File: config.mk
export PLATFORM = sky130hd
export DESIGN_NAME = nnis_row_check
export DESIGN_NICKNAME = d
export VERILOG_FILES = /design/src/hw/rtl/assert_macros.svh /design/src/hw/rtl/nnis_pkg.sv /design/src/hw/rtl/nnis_row_check.sv
export SDC_FILE = /design/constraint.sdc
export NUM_CORES = 1
export LEC_CHECK = 0
export ABC_CLOCK_PERIOD_IN_PS = 8280
export BUFFER_PORTS_ARGS = -buffer_cell sky130_fd_sc_hd__buf_4
export CORE_ASPECT_RATIO = 0.5
export CORE_MARGIN = 2
export CORE_UTILIZATION = 60
export DETAILED_ROUTE_END_ITERATION = 10
export GPL_TIMING_DRIVEN = 0
export PLACE_DENSITY_LB_ADDON = 0.1
export SETUP_SLACK_MARGIN = 0.1
export SLEW_MARGIN = 5
export SYNTH_ARGS = -nofsm -noshare
export SYNTH_HDL_FRONTEND = slang
export SYNTH_SLANG_ARGS = --single-unit
export TNS_END_PERCENT = 5
File: constraint.sdc
create_clock -name clock -period 8.28 [get_ports clock]
set_input_delay 0.414 -clock clock [delete_from_list [all_inputs] [get_ports clock]]
set_output_delay 0.414 -clock clock [all_outputs]
set_load 0.02 [all_outputs]
File: src/hw/rtl/assert_macros.svh
// assertion macros shared by the scaler rtl
// no dependencies; assertions compile away when SYNTHESIS is defined
`ifndef ASSERT_MACROS_SVH
`define ASSERT_MACROS_SVH

`ifndef SYNTHESIS

// condition a at an edge implies condition b at the same edge
`define ASSERT_IMPLIES(label, clk, rst, a, b) \
   label: assert property (@(posedge clk) disable iff (rst) (a) |-> (b)) \
      else $error("assertion failed");

// condition a at an edge implies condition b at the following edge
`define ASSERT_NEXT(label, clk, rst, a, b) \
   label: assert property (@(posedge clk) disable iff (rst) (a) |=> (b)) \
      else $error("assertion failed");

`else

`define ASSERT_IMPLIES(label, clk, rst, a, b)
`define ASSERT_NEXT(label, clk, rst, a, b)

`endif

`endif

File: src/hw/rtl/nnis_pkg.sv
// types and constants for the nearest-neighbour image scaler
// no dependencies
package nnis_pkg;

   localparam int COL_W  = 12;
   localparam int DIM_W  = 16;
   localparam int PIX_W  = 24;
   localparam int IDX_W  = 8;
   localparam int ROW_PROD_W = 2 * DIM_W;

   // command codes
   localparam logic CMD_PUSH = 1'b0;
   localparam logic CMD_PULL = 1'b1;

   // register indexes
   localparam logic [IDX_W-1:0] REG_IN_WIDTH   = 8'd0;
   localparam logic [IDX_W-1:0] REG_IN_HEIGHT  = 8'd1;
   localparam logic [IDX_W-1:0] REG_OUT_WIDTH  = 8'd2;
   localparam logic [IDX_W-1:0] REG_OUT_HEIGHT = 8'd3;

   typedef enum logic [2:0] {
      ST_IDLE,
      ST_COL_MUL,
      ST_COL_SCAN,
      ST_PIX_READ,
      ST_ROW_MUL,
      ST_ROW_SETTLE,
      ST_RESULT
   } state_type;

   // outcome of the row bookkeeping check
   typedef struct packed {
      logic pending;
      logic wrap;
   } row_status_type;

endpackage

File: src/hw/rtl/nnis_row_check.sv
// row bookkeeping: does the last complete input row owe another output row
// depends on nnis_pkg; products are registered on start, then compared combinationally
module nnis_row_check (
   input  logic                        clock,
   input  logic                        start,
   input  logic [nnis_pkg::DIM_W-1:0]  rows_emitted,
   input  logic [nnis_pkg::DIM_W-1:0]  push_row,
   input  logic [nnis_pkg::DIM_W-1:0]  eff_in_height,
   input  logic [nnis_pkg::DIM_W-1:0]  eff_out_height,
   output nnis_pkg::row_status_type    status
);

   logic [nnis_pkg::ROW_PROD_W-1:0] emitted_prod_ff;
   logic [nnis_pkg::ROW_PROD_W-1:0] pushed_prod_ff;
   logic pending;

   always_ff @(posedge clock) begin
      if (start) begin
         emitted_prod_ff <= nnis_pkg::ROW_PROD_W'(rows_emitted)
                            * nnis_pkg::ROW_PROD_W'(eff_in_height);
         pushed_prod_ff  <= nnis_pkg::ROW_PROD_W'(eff_out_height)
                            * nnis_pkg::ROW_PROD_W'(push_row);
      end
   end

   assign pending        = (rows_emitted < eff_out_height)
                           && (emitted_prod_ff < pushed_prod_ff);
   assign status.pending = pending;
   assign status.wrap    = !pending && (push_row >= eff_in_height);

endmodule

After elaboration in Yosys (flattened, before gate mapping)
Cells that the tools add are included.
- bits in registers: 64
- input port bits: 66
- order comparisons: 3
- reduce and logical (&&, ||, !) cells: 3
- multiply operators: 2
- operator list (kind ; count):
    16-bit by 16-bit multiplier with 32-bit output ; 2
    32-bit < comparator ; 1
    16-bit greater-or-equal comparator ; 1
    16-bit < comparator ; 1
    1-bit logical AND ; 2
    1-bit logical NOT ; 1

Depth between registers and ports, before layout
- depth in word-level cells: 4
- depth in mapped cells: 22
- mapped depth without buffers: 19

Worst setup path before layout
Ideal clock, no wire load.
- kind: in2reg
- start: input port push_row[1] (netlist bit)
- end: register pushed_prod_ff[25] (netlist bit), data pin
- cell stages on the path: 18
- buffers on the path: 1
- path slack: 2.393 ns
- setup time: 0.257 ns
- required time: 8.023 ns
- data arrival time: 5.630 ns
- cells stage by stage: clkbuf_1 nand2_1 fa_1 fa_1 fa_1 fa_1 inv_1 fa_1 inv_1 fa_1 inv_1 ha_1 and3_1 a221o_1 a41oi_2 o31ai_2 a211o_1 o2111a_1
- word-level cells in the longest chain between the ends: 1
- RTL lines (element ; line ; text):
    from (decl) ; nnis_row_check.sv:7 ; input logic [nnis_pkg::DIM_W-1:0] push_row,
    16-bit by 16-bit multiplier with 32-bit output ; nnis_row_check.sv:22 ; * nnis_pkg::ROW_PROD_W'(push_row);
    to (signal assigned) ; nnis_row_check.sv:21 ; pushed_prod_ff <= nnis_pkg::ROW_PROD_W'(eff_out_height)
    to (decl) ; nnis_row_check.sv:14 ; logic [nnis_pkg::ROW_PROD_W-1:0] pushed_prod_ff;
Every way passes these cells.
A chain may end at the register's enable or synchronous reset.

Worst setup path in the final report
- start: input port eff_out_height[13] (netlist bit)
- end: register pushed_prod_ff[30] (netlist bit), data pin
- word-level cells in the longest chain between the ends: 1
- RTL lines (element ; line ; text):
    from (decl) ; nnis_row_check.sv:9 ; input logic [nnis_pkg::DIM_W-1:0] eff_out_height,
    16-bit by 16-bit multiplier with 32-bit output ; nnis_row_check.sv:22 ;
Every way passes these cells.

==> metrics.yaml <==
grt.overflow.total: 0
fin_tns_setup_ns: 0
worstMarginPinSlew_ns: 0.8338
yosys-top-cells-area: "fa_1 37%, ha_1 16%, inv_1 9.3%, edfxtp_1 9.3%, and2_1 6.6%"
area_growth_pct: 6.794
track_usage: 0.3292
root_buffer: "clkbuf_16"
ant_nets: 0
postCtsSetupBuffers: 0
cp-end-kind: "flip-flop"
row_count: 48
use_met1: 0.4701
fin_nets: 3107
setup_viol: 0
final_hold_viol_count: 0
drive_gt1_frac: 0.03894
grt_pass1_wl_mm: 90.70
holdCritPathClass: "in -> reg"
io_buffers: 64
cts_hold_buf: 0
core_mm2: 0.03423
post-synth-top-area-cell: "fa_1"
met3_usage: 0.05980
tritoncts: "done"
hpwl_mm: 45.99
boundaryPins: 68
max_freq_mhz: 151.6
synth_edf_count: 64
multiInputGateArea_mm2: 0.01654
crit_type: "in -> reg"
gr-max-usage-layer: "met2"
ys_ff_latch: 64
synth_top_area_share: 0.3749
grt_pass1_vias: 16580
synth_cell_types: 67
cts.repair.resized: 0
required_ns: 8.33
first_iter_violations: 1339
critPathLaunchType: "input pin"
syn_nets: 3032
netlist_area_mm2: 0.02072
die_w_um: 266.8
rsz0062_at_grt: "no"
vias: 15980
routed_wl_mm: 55.71
ys_seq_area_frac: 0.09275
htreeDepth: 3
grt_antenna_before_repair: 1
synth-async-reset-ratio: 0
use_met2: 0.5184
syn_area_per_cell_um2: 8.977
crit_fanout: 10
die_h_um: 135.4
clk_pin_slew_ns: 0.05
cts_max_path_buffers: 2
die_area_mm2: 0.03613
ys_warn_count: 0
synth_most_common_cell: "inv_1"
synth_flop_cell: "edfxtp_1"
clkSinkCount: 64
cap_violations: 0
dr.pass1.iters: 6
worstPathArrival_ns: 6.65
gp_congestion: 0.9365
period_needed_ns: 6.597
min_period_over_period: 0.7968
drc: 0
initial_core_util: 0.6053
status: "finished, final reports clean"
viasPerCell: 5.627
synth_cells: 2308
synth_commonest_cells: "515 x inv_1, 388 x fa_1, 330 x nand2_1"
slew_violations: 0
regArea_mm2: 0.001922
grt_max_degree: 65
drt-wirelength-per-cell_um: 19.62
max-slew-margin-rel: 0.4441
fillers: 2998
cts_buffers: 9
cell usage in the layout, fill, tap and decap left out, drive strengths merged, types with 3 or more instances in the layout:
| cell | instances |
|---|---|
| edfxtp | 64 |
| buf | 70 |
| xnor2 | 38 |
| o21ai | 54 |
| or3 | 7 |
| o21bai | 7 |
| a21oi | 73 |
| a31oi | 3 |
| fa | 388 |
| clkinv | 4 |
| and2 | 219 |
| o211ai | 7 |
| o2111ai | 4 |
| and4 | 5 |
| ha | 270 |
| a2111oi | 3 |
| and3 | 5 |
| a21boi | 4 |
| o21a | 6 |
| a221oi | 4 |
| nor4 | 7 |
| inv | 515 |
| nor2 | 55 |
| a211oi | 16 |
| a21o | 28 |
| xor2 | 15 |
| nand3 | 19 |
| nor2b | 6 |
| nand4 | 16 |
| clkbuf | 84 |
| or2 | 4 |
| bufinv | 4 |
| nor3 | 15 |
| nand2 | 330 |
| o31ai | 3 |
| nand2b | 3 |
critical path, stage by stage:
cell	delay, ns
clkbuf_1	0.35
clkbuf_1	0.50
nand2_1	0.16
fa_1	0.56
fa_1	0.56
inv_1	0.06
fa_1	0.48
fa_1	0.54
fa_1	0.50
inv_1	0.05
fa_1	0.53
inv_1	0.07
ha_1	0.37
a21oi_1	0.20
o21ai_1	0.20
or4_1	0.44
nor3_1	0.31
or2_1	0.20
o311ai_1	0.14
routing by layer:
layer / routed length (um) / vias to the layer above
met5: 0 / -
met4: 1512 / 0
met2: 24410 / 626
li1: - / 7303
met3: 4924 / 94
met1: 24860 / 7958
kinds of logic (layout without fill, tap and decap cells):
family	count (synthesis)	after routing	synth area share
flip-flops	64	64	0.09275
adder cells (fa/ha/maj)	658	658	0.5379
XOR/XNOR	53	53	0.02240
multiplexers	1	1	0.0004831
other	0	2	0
buffers and inverters	597	677	0.1088
AND/OR/NAND/NOR	696	696	0.1626
AO/OA/AOI/OAI	239	239	0.07512
worst paths after layout:
check,cells after the start,start,endpoint,slack [ns]
worst max-delay path,19,eff_out_height[13],pushed_prod_ff[30],1.68
worst min-delay path,2,eff_in_height[0],emitted_prod_ff[0],0.47
registers in the layout, summed over array words and instances, names as in the netlist:
signal           count
pushed_prod_ff      32
emitted_prod_ff     32
metrics by stage:
stage / setup WS (ns) / hold slack [ns] / utilization / instance area, um2 / std cells
6_report: 1.683 / 0.4661 / 0.6464 / 22130 / 2840
3_3_place_gp: 1.446 / 0.7974 / 0.6357 / 21760 / 2822
3_5_place_dp: 1.433 / 0.8045 / 0.6357 / 21760 / 2822
4_1_cts: 1.750 / 0.4600 / 0.6462 / 22120 / 2838
2_1_floorplan: 2.393 / 0.5265 / - / 20720 / 2308
5_1_grt: 1.444 / 0.4808 / 0.6462 / 22120 / 2838
layout make-up:
class	instances	area share
Clock buffer	9	0.01018
Antenna cell	2	0.0002262
Inverter	516	0.08753
Sequential cell	64	0.08685
Tap cell	450	0.02545
Clock inverter	7	0.006050
Timing Repair Buffer	64	0.02171
Buffer	81	0.01431
Multi-Input combinational cell	1647	0.7477
Power is not shown: default switching activity piles up to over one toggle a cycle in this logic, so the estimate is an artifact.
